`config.mk`:
```
export PLATFORM = sky130hd
export DESIGN_NAME = sha256_hash_engine_flat
export DESIGN_NICKNAME = d
export VERILOG_FILES = /design/src/rtl/s256_pkg.sv /design/src/rtl/s256_if.sv /design/src/rtl/sha256_hash_engine.sv /design/src/rtl/s256_ram.sv /design/src/flat_wrapper.sv
export SDC_FILE = /design/constraint.sdc
export NUM_CORES = 2
export LEC_CHECK = 0
export ABC_AREA = 1
export BUFFER_PORTS_ARGS = -buffer_cell sky130_fd_sc_hd__buf_2
export CAP_MARGIN = 10
export CORE_MARGIN = 2
export CORE_UTILIZATION = 45
export CTS_CLUSTER_DIAMETER = 200
export DETAILED_ROUTE_END_ITERATION = 7
export GPL_TIMING_DRIVEN = 0
export SETUP_SLACK_MARGIN = 0.15
export SYNTH_ARGS = -nofsm -noshare
export SYNTH_HDL_FRONTEND = slang
export SYNTH_SLANG_ARGS = --single-unit
```
`constraint.sdc`:
```
create_clock -name i_clk -period 14.5 [get_ports i_clk]
set_input_delay 1.45 -clock i_clk [delete_from_list [all_inputs] [get_ports i_clk]]
set_output_delay 1.45 -clock i_clk [all_outputs]
set_load 0.02 [all_outputs]
```
`src/rtl/s256_pkg.sv`:
```
`default_nettype none
package s256_pkg;

    localparam int DIGEST_WORDS = 8;
    localparam int ROUNDS       = 64;
    localparam int BLK_WORDS    = 16;
    localparam int HASH_WORDS   = 8;

    localparam logic [7:0] PAD_BYTE = 8'h80;

    typedef logic [31:0] t_word;

    localparam t_word K_TAB [ROUNDS] = '{
        32'h428a2f98, 32'h71374491, 32'hb5c0fbcf, 32'he9b5dba5,
        32'h3956c25b, 32'h59f111f1, 32'h923f82a4, 32'hab1c5ed5,
        32'hd807aa98, 32'h12835b01, 32'h243185be, 32'h550c7dc3,
        32'h72be5d74, 32'h80deb1fe, 32'h9bdc06a7, 32'hc19bf174,
        32'he49b69c1, 32'hefbe4786, 32'h0fc19dc6, 32'h240ca1cc,
        32'h2de92c6f, 32'h4a7484aa, 32'h5cb0a9dc, 32'h76f988da,
        32'h983e5152, 32'ha831c66d, 32'hb00327c8, 32'hbf597fc7,
        32'hc6e00bf3, 32'hd5a79147, 32'h06ca6351, 32'h14292967,
        32'h27b70a85, 32'h2e1b2138, 32'h4d2c6dfc, 32'h53380d13,
        32'h650a7354, 32'h766a0abb, 32'h81c2c92e, 32'h92722c85,
        32'ha2bfe8a1, 32'ha81a664b, 32'hc24b8b70, 32'hc76c51a3,
        32'hd192e819, 32'hd6990624, 32'hf40e3585, 32'h106aa070,
        32'h19a4c116, 32'h1e376c08, 32'h2748774c, 32'h34b0bcb5,
        32'h391c0cb3, 32'h4ed8aa4a, 32'h5b9cca4f, 32'h682e6ff3,
        32'h748f82ee, 32'h78a5636f, 32'h84c87814, 32'h8cc70208,
        32'h90befffa, 32'ha4506ceb, 32'hbef9a3f7, 32'hc67178f2
    };

    localparam t_word H_INIT [HASH_WORDS] = '{
        32'h6a09e667, 32'hbb67ae85, 32'h3c6ef372, 32'ha54ff53a,
        32'h510e527f, 32'h9b05688c, 32'h1f83d9ab, 32'h5be0cd19
    };

    function automatic t_word rotr(input t_word x, input int n);
        return (x >> n) | (x << (32 - n));
    endfunction

    function automatic t_word big_sig0(input t_word x);
        return rotr(x, 2) ^ rotr(x, 13) ^ rotr(x, 22);
    endfunction

    function automatic t_word big_sig1(input t_word x);
        return rotr(x, 6) ^ rotr(x, 11) ^ rotr(x, 25);
    endfunction

    function automatic t_word sml_sig0(input t_word x);
        return rotr(x, 7) ^ rotr(x, 18) ^ (x >> 3);
    endfunction

    function automatic t_word sml_sig1(input t_word x);
        return rotr(x, 17) ^ rotr(x, 19) ^ (x >> 10);
    endfunction

    function automatic t_word f_ch(input t_word e, input t_word f, input t_word g);
        return (e & f) ^ (~e & g);
    endfunction

    function automatic t_word f_maj(input t_word a, input t_word b, input t_word c);
        return (a & b) ^ (a & c) ^ (b & c);
    endfunction

endpackage
`default_nettype wire

```
`src/rtl/s256_if.sv`:
```
`default_nettype none
interface s256_in_if;
    logic       valid;
    logic       ready;
    logic       mode;
    logic [7:0] data_byte;

    modport source (output valid, output mode, output data_byte, input ready);
    modport sink   (input valid, input mode, input data_byte, output ready);
endinterface

interface s256_out_if;
    logic        valid;
    logic        ready;
    logic [31:0] digest_word;
    logic        last_word;

    modport source (output valid, output digest_word, output last_word, input ready);
    modport sink   (input valid, input digest_word, input last_word, output ready);
endinterface
`default_nettype wire

```
`src/rtl/sha256_hash_engine.sv`:
```
`default_nettype none
// Channel  Dir  Payload                      Note
// i_msg    in   mode, data_byte              one byte or a finish per word
// o_dig    out  digest_word, last_word       DIGEST_WORDS words per finish
//
// An absorb word is packed into the block buffer; the 64th byte of a block
// starts a compression of hash load, 64 rounds in the single round unit
// and hash update, and no new byte is taken until it ends. A finish adds
// padding writes, one or two compressions and, for each digest word, a
// hash memory read and an output register load. Reset marks the hash
// memory as holding the initial values; the block buffer needs no clear.
// Input is taken only in IDLE; the output register holds while o_dig stalls.
module sha256_hash_engine (
    input  wire logic   i_clk,
    input  wire logic   i_rst_n,
    s256_in_if.sink     i_msg,
    s256_out_if.source  o_dig
);
    localparam logic [2:0] ST_IDLE = 3'd0;
    localparam logic [2:0] ST_PAD  = 3'd1;
    localparam logic [2:0] ST_LOAD = 3'd2;
    localparam logic [2:0] ST_RND  = 3'd3;
    localparam logic [2:0] ST_UPD  = 3'd4;
    localparam logic [2:0] ST_EMIT = 3'd5;

    logic [2:0]  r_state;
    logic [5:0]  r_cnt;
    logic        r_ph;
    logic        r_fresh;   // hash memory still logically holds the initial values
    logic        r_fin;     // finishing a message
    logic        r_extra;   // current pad block is the first of two
    logic [63:0] r_bits;
    logic [23:0] r_acc;
    s256_pkg::t_word r_v [8];
    s256_pkg::t_word r_w [16];
    logic        r_ovalid;
    s256_pkg::t_word r_odata;
    logic        r_olast;

    logic        buf_we;
    logic [3:0]  buf_waddr;
    s256_pkg::t_word buf_wdata;
    logic [3:0]  buf_raddr;
    s256_pkg::t_word buf_rd;

    logic        h_we;
    s256_pkg::t_word h_wdata;
    s256_pkg::t_word h_rd;
    s256_pkg::t_word hval;
    logic [2:0]  hidx;

    logic [5:0]  used;
    s256_pkg::t_word w_t, t1, t2, pad_word;
    logic        in_acc, out_free;

    assign used     = r_bits[8:3];
    assign in_acc   = i_msg.valid && i_msg.ready;
    assign out_free = !r_ovalid || o_dig.ready;

    assign i_msg.ready       = (r_state == ST_IDLE);
    assign o_dig.valid       = r_ovalid;
    assign o_dig.digest_word = r_odata;
    assign o_dig.last_word   = r_olast;

    s256_ram #(.WIDTH(32), .DEPTH(s256_pkg::BLK_WORDS)) u_blk (
        .i_clk   (i_clk),
        .i_we    (buf_we),
        .i_waddr (buf_waddr),
        .i_wdata (buf_wdata),
        .i_raddr (buf_raddr),
        .o_rdata (buf_rd)
    );

    s256_ram #(.WIDTH(32), .DEPTH(s256_pkg::HASH_WORDS)) u_hash (
        .i_clk   (i_clk),
        .i_we    (h_we),
        .i_waddr (hidx),
        .i_wdata (h_wdata),
        .i_raddr (r_cnt[2:0]),
        .o_rdata (h_rd)
    );

    // read data is registered and arrives in the cycle after the address, so it belongs to cnt-1
    assign hidx    = r_cnt[2:0] - 3'd1;
    assign hval    = r_fresh ? s256_pkg::H_INIT[hidx] : h_rd;
    assign h_we    = (r_state == ST_UPD) && (r_cnt != 6'd0);
    assign h_wdata = hval + r_v[0];

    // last partial word of the message closed by the pad byte
    always_comb begin
        unique case (used[1:0])
            2'd0:    pad_word = {s256_pkg::PAD_BYTE, 24'h0};
            2'd1:    pad_word = {r_acc[7:0], s256_pkg::PAD_BYTE, 16'h0};
            2'd2:    pad_word = {r_acc[15:0], s256_pkg::PAD_BYTE, 8'h0};
            default: pad_word = {r_acc, s256_pkg::PAD_BYTE};
        endcase
    end

    always_comb begin
        buf_we    = 1'b0;
        buf_waddr = used[5:2];
        buf_wdata = {r_acc, i_msg.data_byte};
        if (r_state == ST_IDLE && in_acc) begin
            if (i_msg.mode) begin
                buf_we    = 1'b1;
                buf_wdata = pad_word;
            end else begin
                buf_we = (used[1:0] == 2'd3);
            end
        end else if (r_state == ST_PAD) begin
            buf_we    = 1'b1;
            buf_waddr = r_cnt[3:0];
            if (!r_extra && r_cnt[3:0] == 4'd14) begin
                buf_wdata = r_bits[63:32];
            end else if (!r_extra && r_cnt[3:0] == 4'd15) begin
                buf_wdata = r_bits[31:0];
            end else begin
                buf_wdata = '0;
            end
        end
    end

    // block word t is fetched in the cycle before round t
    assign buf_raddr = (r_state == ST_RND) ? (r_cnt[3:0] + 4'd1) : 4'd0;

    assign w_t = (r_cnt < 6'd16) ? buf_rd
               : r_w[0] + s256_pkg::sml_sig0(r_w[1]) + r_w[9] + s256_pkg::sml_sig1(r_w[14]);
    assign t1  = r_v[7] + s256_pkg::big_sig1(r_v[4]) + s256_pkg::f_ch(r_v[4], r_v[5], r_v[6])
               + s256_pkg::K_TAB[r_cnt] + w_t;
    assign t2  = s256_pkg::big_sig0(r_v[0]) + s256_pkg::f_maj(r_v[0], r_v[1], r_v[2]);

    always_ff @(posedge i_clk) begin
        if (!i_rst_n) begin
            r_state  <= ST_IDLE;
            r_cnt    <= '0;
            r_ph     <= 1'b0;
            r_fresh  <= 1'b1;
            r_fin    <= 1'b0;
            r_extra  <= 1'b0;
            r_bits   <= '0;
            r_ovalid <= 1'b0;
        end else begin
            if (r_ovalid && o_dig.ready) begin
                r_ovalid <= 1'b0;
            end
            unique case (r_state)
                ST_IDLE: begin
                    if (in_acc) begin
                        if (i_msg.mode) begin
                            r_fin   <= 1'b1;
                            r_extra <= (used[5:2] >= 4'd14);
                            if (used[5:2] == 4'd15) begin
                                r_cnt   <= '0;
                                r_state <= ST_LOAD;
                            end else begin
                                r_cnt   <= {2'b00, used[5:2] + 4'd1};
                                r_state <= ST_PAD;
                            end
                        end else begin
                            r_bits <= r_bits + 64'd8;
                            r_acc  <= {r_acc[15:0], i_msg.data_byte};
                            if (used == 6'd63) begin
                                r_cnt   <= '0;
                                r_state <= ST_LOAD;
                            end
                        end
                    end
                end
                ST_PAD: begin
                    r_cnt <= r_cnt + 6'd1;
                    if (r_cnt[3:0] == 4'd15) begin
                        r_cnt   <= '0;
                        r_state <= ST_LOAD;
                    end
                end
                ST_LOAD: begin
                    r_cnt <= r_cnt + 6'd1;
                    if (r_cnt == 6'd8) begin
                        r_cnt   <= '0;
                        r_state <= ST_RND;
                    end
                end
                ST_RND: begin
                    r_cnt <= r_cnt + 6'd1;
                    if (r_cnt == 6'(s256_pkg::ROUNDS - 1)) begin
                        r_cnt   <= '0;
                        r_state <= ST_UPD;
                    end
                end
                ST_UPD: begin
                    r_cnt <= r_cnt + 6'd1;
                    if (r_cnt == 6'd8) begin
                        r_fresh <= 1'b0;
                        r_cnt   <= '0;
                        if (!r_fin) begin
                            r_state <= ST_IDLE;
                        end else if (r_extra) begin
                            r_extra <= 1'b0;
                            r_state <= ST_PAD;
                        end else begin
                            r_ph    <= 1'b0;
                            r_state <= ST_EMIT;
                        end
                    end
                end
                ST_EMIT: begin
                    if (!r_ph) begin
                        r_ph <= 1'b1;
                    end else if (out_free) begin
                        r_ovalid <= 1'b1;
                        r_ph     <= 1'b0;
                        r_cnt    <= r_cnt + 6'd1;
                        if (r_cnt == 6'(s256_pkg::DIGEST_WORDS - 1)) begin
                            r_fresh <= 1'b1;
                            r_fin   <= 1'b0;
                            r_bits  <= '0;
                            r_cnt   <= '0;
                            r_state <= ST_IDLE;
                        end
                    end
                end
                default: r_state <= ST_IDLE;
            endcase
        end
    end

    // datapath registers
    always_ff @(posedge i_clk) begin
        if (r_state == ST_LOAD && r_cnt != 6'd0) begin
            for (int i = 0; i < 7; i++) begin
                r_v[i] <= r_v[i+1];
            end
            r_v[7] <= hval;
        end else if (r_state == ST_UPD && r_cnt != 6'd0) begin
            for (int i = 0; i < 7; i++) begin
                r_v[i] <= r_v[i+1];
            end
            r_v[7] <= '0;
        end else if (r_state == ST_RND) begin
            r_v[7] <= r_v[6];
            r_v[6] <= r_v[5];
            r_v[5] <= r_v[4];
            r_v[4] <= r_v[3] + t1;
            r_v[3] <= r_v[2];
            r_v[2] <= r_v[1];
            r_v[1] <= r_v[0];
            r_v[0] <= t1 + t2;
        end
        if (r_state == ST_RND) begin
            for (int i = 0; i < 15; i++) begin
                r_w[i] <= r_w[i+1];
            end
            r_w[15] <= w_t;
        end
        if (r_state == ST_EMIT && r_ph && out_free) begin
            r_odata <= h_rd;
            r_olast <= (r_cnt == 6'(s256_pkg::DIGEST_WORDS - 1));
        end
    end
endmodule
`default_nettype wire

```
`src/rtl/s256_ram.sv`:
```
`default_nettype none
module s256_ram #(
    parameter int WIDTH = 32,
    parameter int DEPTH = 16,
    parameter int AW    = $clog2(DEPTH)
) (
    input  wire logic             i_clk,
    input  wire logic             i_we,
    input  wire logic [AW-1:0]    i_waddr,
    input  wire logic [WIDTH-1:0] i_wdata,
    input  wire logic [AW-1:0]    i_raddr,
    output logic      [WIDTH-1:0] o_rdata
);
    logic [WIDTH-1:0] r_mem [DEPTH];

    always_ff @(posedge i_clk) begin
        if (i_we) begin
            r_mem[i_waddr] <= i_wdata;
        end
        o_rdata <= r_mem[i_raddr];
    end
endmodule
`default_nettype wire

```
`src/flat_wrapper.sv`:
```
// flat-port wrapper written by rule: the top's interface ports become plain ports
module sha256_hash_engine_flat 
  (i_clk, i_rst_n, i_msg_valid, i_msg_mode, i_msg_data_byte, i_msg_ready, o_dig_valid, o_dig_digest_word, o_dig_last_word, o_dig_ready);
  s256_in_if i_msg_i ();
  s256_out_if o_dig_i ();
  input  wire logic i_clk;
  input  wire logic i_rst_n;
  input wire logic [$bits(i_msg_i.valid)-1:0] i_msg_valid;
  input wire logic [$bits(i_msg_i.mode)-1:0] i_msg_mode;
  input wire logic [$bits(i_msg_i.data_byte)-1:0] i_msg_data_byte;
  output wire logic [$bits(i_msg_i.ready)-1:0] i_msg_ready;
  output wire logic [$bits(o_dig_i.valid)-1:0] o_dig_valid;
  output wire logic [$bits(o_dig_i.digest_word)-1:0] o_dig_digest_word;
  output wire logic [$bits(o_dig_i.last_word)-1:0] o_dig_last_word;
  input wire logic [$bits(o_dig_i.ready)-1:0] o_dig_ready;
  assign i_msg_i.valid = i_msg_valid;
  assign i_msg_i.mode = i_msg_mode;
  assign i_msg_i.data_byte = i_msg_data_byte;
  assign i_msg_ready = i_msg_i.ready;
  assign o_dig_valid = o_dig_i.valid;
  assign o_dig_digest_word = o_dig_i.digest_word;
  assign o_dig_last_word = o_dig_i.last_word;
  assign o_dig_i.ready = o_dig_ready;
  sha256_hash_engine u_core (.i_clk(i_clk), .i_rst_n(i_rst_n), .i_msg(i_msg_i), .o_dig(o_dig_i));
endmodule
```
Word-level counts from Yosys, hierarchy flattened
Memory sizes are Yosys's and may differ from the RTL's. A register that Yosys moved wholly into a read port is not among the register bits.
Cells that the tools add are included.
{"block": "totals", "latchBits": 0, "output_inout_bits": 35, "ramBits": 1536, "regBits": 135, "inputBits": 13, "romBits": 2304, "n_memories": 6}
{"name": "(name not given)", "words": 64, "width": 32, "rd": 1, "rd_clocked_by_memory_dff": 0, "wr": 0, "line_no": "sha256_hash_engine.sv:129", "text": "+ s256_pkg::K_TAB[r_cnt] + w_t;"}
{"name": "u_core.r_w", "words": 16, "width": 32, "rd": 16, "rd_clocked_by_memory_dff": 0, "wr": 16, "line_no": "sha256_hash_engine.sv:35", "text": "s256_pkg::t_word r_w [16];"}
{"name": "u_core.u_blk.r_mem", "words": 16, "width": 32, "rd": 1, "rd_clocked_by_memory_dff": 1, "wr": 1, "line_no": "s256_ram.sv:14", "text": "logic [WIDTH-1:0] r_mem [DEPTH];"}
{"name": "(name not given)", "words": 8, "width": 32, "rd": 1, "rd_clocked_by_memory_dff": 0, "wr": 0, "line_no": "sha256_hash_engine.sv:85", "text": "assign hval = r_fresh ? s256_pkg::H_INIT[hidx] : h_rd;"}
{"name": "u_core.r_v", "words": 8, "width": 32, "rd": 8, "rd_clocked_by_memory_dff": 0, "wr": 8, "line_no": "sha256_hash_engine.sv:34", "text": "s256_pkg::t_word r_v [8];"}
{"name": "u_core.u_hash.r_mem", "words": 8, "width": 32, "rd": 1, "rd_clocked_by_memory_dff": 1, "wr": 1, "line_no": "s256_ram.sv:14"}
{"block": "classes", "n_eq_ne": 28, "mul": 0, "bitwise": 46, "shift": 0, "n_reduce_logical": 28, "n_lt_le_gt_ge": 4, "n_div": 0, "mux": 104, "add_sub_neg": 16}
{"op": "two-way mux 32 bit", "n": 27}
{"op": "adder 32 bit", "n": 11}
{"op": "two-way mux 64 bit", "n": 5}
{"op": "XOR 32 bit", "n": 9}
{"op": "bitwise AND 32 bit", "n": 5}
{"op": "one-hot mux 64 bit (2 select lines)", "n": 1}
{"op": "one-hot mux 32 bit (3 select lines)", "n": 1}
{"op": "adder 64 x 4 -> 64 bit (second input constant)", "n": 1}
{"op": "two-way mux 6 bit", "n": 9}
{"op": "two-way mux 1 bit", "n": 38}
{"op": "two-way mux 3 bit", "n": 12}
{"op": "inverter 32 bit", "n": 1}
{"op": "bitwise OR 10 x 32 -> 32 bit", "n": 1}
{"op": "bitwise OR 13 x 32 -> 32 bit", "n": 1}
{"op": "bitwise OR 14 x 32 -> 32 bit", "n": 1}
{"op": "bitwise OR 15 x 32 -> 32 bit", "n": 1}
{"op": "bitwise OR 19 x 32 -> 32 bit", "n": 1}
{"op": "bitwise OR 21 x 32 -> 32 bit", "n": 1}
{"op": "bitwise OR 25 x 32 -> 32 bit", "n": 1}
{"op": "bitwise OR 26 x 32 -> 32 bit", "n": 1}
{"op": "bitwise OR 30 x 32 -> 32 bit", "n": 1}
{"op": "bitwise OR 7 x 32 -> 32 bit", "n": 1}
{"op": "XOR 32 x 22 -> 32 bit", "n": 1}
{"op": "XOR 32 x 29 -> 32 bit", "n": 1}
{"op": "other kinds (40)", "n": 94}

Longest topological paths before layout
An unclocked memory read counts as a cell.
{"block": "depth", "word_depth": 11, "ltp_mapped": 48}

Hierarchy
From an unflattened synthesis, not the netlist that was laid out.
{"block": "hier_totals", "cells_unflattened": 8743, "hier_area_um2": 87456.4}
{"mod": "sha256_hash_engine", "area_each_um2": 52845.7, "n_inst": 1, "cells_each": 5466}
{"mod": "s256_ram at u_core.u_blk", "area_each_um2": 22738.1, "n_inst": 1, "cells_each": 2121}
{"mod": "s256_ram at u_core.u_hash", "area_each_um2": 11872.6, "n_inst": 1, "cells_each": 1156}

Worst setup path after synthesis
No wires, ideal clock.
{"block": "synth_path", "kind": "register to register", "from": "reg u_core.r_state[0]", "to": "mem u_core.r_w[0][0] (netlist bit) (enable)", "arrival_ns": 14.863, "setup_slack_ns": -1.440, "path_buffers": 2, "stages_incl_launch_ff": 5, "path_cell_list": "dfxtp_1 nand2_1 nor2_2 clkbuf_1 clkbuf_1"}
{"item": "start: declaration", "line_no": "sha256_hash_engine.sv:26", "text": "logic [2:0] r_state;"}
{"item": "start signal: assignment", "line_no": "sha256_hash_engine.sv:134", "text": "r_state <= ST_IDLE;"}
{"item": "start signal: assignment", "line_no": "sha256_hash_engine.sv:154", "text": "r_state <= ST_LOAD;"}
{"item": "start signal: assignment", "line_no": "sha256_hash_engine.sv:157", "text": "r_state <= ST_PAD;"}
{"item": "end: declaration", "line_no": "sha256_hash_engine.sv:35"}

==> metrics.txt <==
register area share after synthesis 60.9%; Sink Count 1732; total gr overflow 0; period utilization between 80% and 90%; CP bufs+invs 8; Synth Area per Inst 11.1 µm²; antenna-violating nets left 0; Post-synth top cells 1593 x edfxtp_1, 1271 x nand2_1, 737 x inv_1, 735 x o21ai_0, 610 x nor2_1; cell row count roughly 160; YS warnings 0; DR vias just over 60000; num ports 48; WP data arrival 13.56 ns; CTS Buf Count between 150 and 200; Final #Nets 8213; Yosys top cell area share 57.6%; synthesized cell area about 83000 µm²; RR Startpoint u_core.r_cnt[0]; worst hold path type reg -> reg; CTS Hold Bufs 0; met3 Usage GRT under 10%; Async SR Flop Fraction 0%; Setup TNS 0 ns; Starting DRT DRC Count 8151; max_cap viols 0; Worst-Margin Slew between 1 and 1.5 ns; Die H 434 µm; number of synthesized flops with an enable pin between 1500 and 2000; Slew headroom between 10 and 15%; GR Layer Usage met1 a little under half; vias in the first global route 58400; flops & latches, synth between 1500 and 2000; max-slew violation count 0; Setup crit start u_core.r_cnt[0]; count leader, synth edfxtp_1; Final Hold Violating Endpoints 0; met2 Track Usage GR 51.3%; layout cells sized above 1 between 6 and 7%; Detailed Routing Iterations Pass 1 6; status finished clean; Worst setup SP type register; largest net degree at the start of global routing between 100 and 150; CTS resizes 0; drt drc 0; max incr delay on CP around 0.88 ns; synth unique cells 67; GRT Total Usage roughly a third; Setup-failing EPs final 0; RSZ-0062 raised after global routing false; CP max FO 10; critical path type reg -> reg; CTS tree built; Setup crit end kind register; vias per inst slightly below 6; htree depth 4; die area 188000 µm²; GP Congestion about 1.0; Tmin final around 13 ns; clk root buf clkbuf_16; Crit path required time around 15 ns; Max Root-Sink Buffers 3; final WL between 300000 and 400000 µm; initial core utilization between 40% and 50%; Most common cell on crit path nand2_1; Core Box Area ~180000 µm²; GR peak layer met2; initial antenna violation count 22; Syn Nets between 7000 and 8000; top post-synthesis cells by area edfxtp_1 58%, nand2_1 5.7%, fa_1 4.5%; post-detail-place hpwl roughly 240000 µm; Reg clk slew, reported paths 0.07 ns; Final Skew 0.0792 ns; Syn Inst Count between 7000 and 8000; first-pass GRT wire length 439000 µm; Post CTS Setup Buffer Count 0; startpoint of the worst hold path u_core.r_w[1][244]; CP top delay family simple AND/OR/NAND/NOR gates; Main synth FF type edfxtp_1; Area Growth Syn to Fin 13.3%; clk_lat worst skew around 0.88 ns; Max Freq between 70 and 80 MHz; Die X around 430 µm; Synth area leader edfxtp_1; port bufs 47; Slowest-stage cell, CP clkbuf_1; final core area utilization 51.4%; Avg WL per Cell ~30 µm
placed cells by master (no fill, tap or decap), types with 21 or more instances in the layout:
cell type	instances
inv_1	737
o221ai_1	103
ha_1	193
o22ai_1	70
a31oi_1	44
buf_2	64
xnor2_1	172
buf_6	29
nand4_1	54
xor2_1	212
buf_1	26
o21ai_0	725
buf_4	21
edfxtp_1	1593
clkinv_2	30
a21oi_1	290
nand3_1	260
a22oi_1	27
clkinv_1	46
fa_1	188
a211oi_1	43
nand2_1	1271
o211ai_1	40
nor2_1	592
a221oi_1	21
clkbuf_16	186
o21ai_1	23
nor3_1	92
clkbuf_1	324
dfxtp_1	139
nor4_1	25
through the flow:
step                      instances  setup WS, ns  instance area, µm²  hold WS (ns)
after global routing          10400          1.18               94100         0.368
after detailed placement      10100          1.31               88000         0.405
after CTS                     10400          1.21               94100         0.362
after global placement        10000         -3.48               86400         0.400
final                         10400          1.52               94100         0.374
after floorplan                7496          4.77               83100         0.400
kinds of logic after synthesis:
logic type / synth area share [%]
fa+ha+maj: 7.58
xor+xnor: 4.05
flops: 60.9
compound gates: 10.7
simple gates: 11.8
buf+inv: 4.93
final cells by class:
| type | instances | area [µm²] |
|---|---|---|
| Tap cell | 2464 | 3080 |
| Multi-Input combinational cell | 4679 | 28700 |
| Fill cell | 16400 | 89100 |
| Clock buffer | 233 | 4950 |
| Buffer | 334 | 1290 |
| Timing Repair Buffer | 137 | 1550 |
| Sequential cell | 1732 | 50600 |
| Clock inverter | 111 | 1150 |
| Antenna cell | 8 | 20.0 |
| Inverter | 751 | 2820 |
state kept, by name (all words and copies together) (netlist names), 3 cells and up:
name and cells:
u_core.u_hash.o_rdata 32, u_core.r_acc 24, u_core.u_blk.r_mem 512, u_core.r_cnt 6, u_core.r_v 256, u_core.r_state 3, u_core.r_w 512, u_core.r_bits 61
u_core.u_hash.r_mem 256, u_core.o_dig.digest_word 32, u_core.u_blk.o_rdata 32
metal layers:
| layer | wire, µm | part of all wire, % |
|---|---|---|
| met3 | 28300 | 9.0 |
| met2 | 142000 | 45 |
| met4 | 12200 | 3.9 |
| met5 | 72 | 0.023 |
| met1 | 133000 | 42 |
path summary, 6_finish.rpt:
path | end | slack [ns] | cells after the start
hold / removal | u_core.r_w[1][212] | 0.37 | 0
hold reg to reg | u_core.r_w[1][212] | 0.37 | 0
setup reg to reg | u_core.r_v[0][31] | 1.52 | 42
setup / recovery | u_core.r_v[0][31] | 1.52 | 42
Power is left out: the tool's default activity adds up to more than one toggle a clock period on the data nets, which glitch-free logic cannot reach.
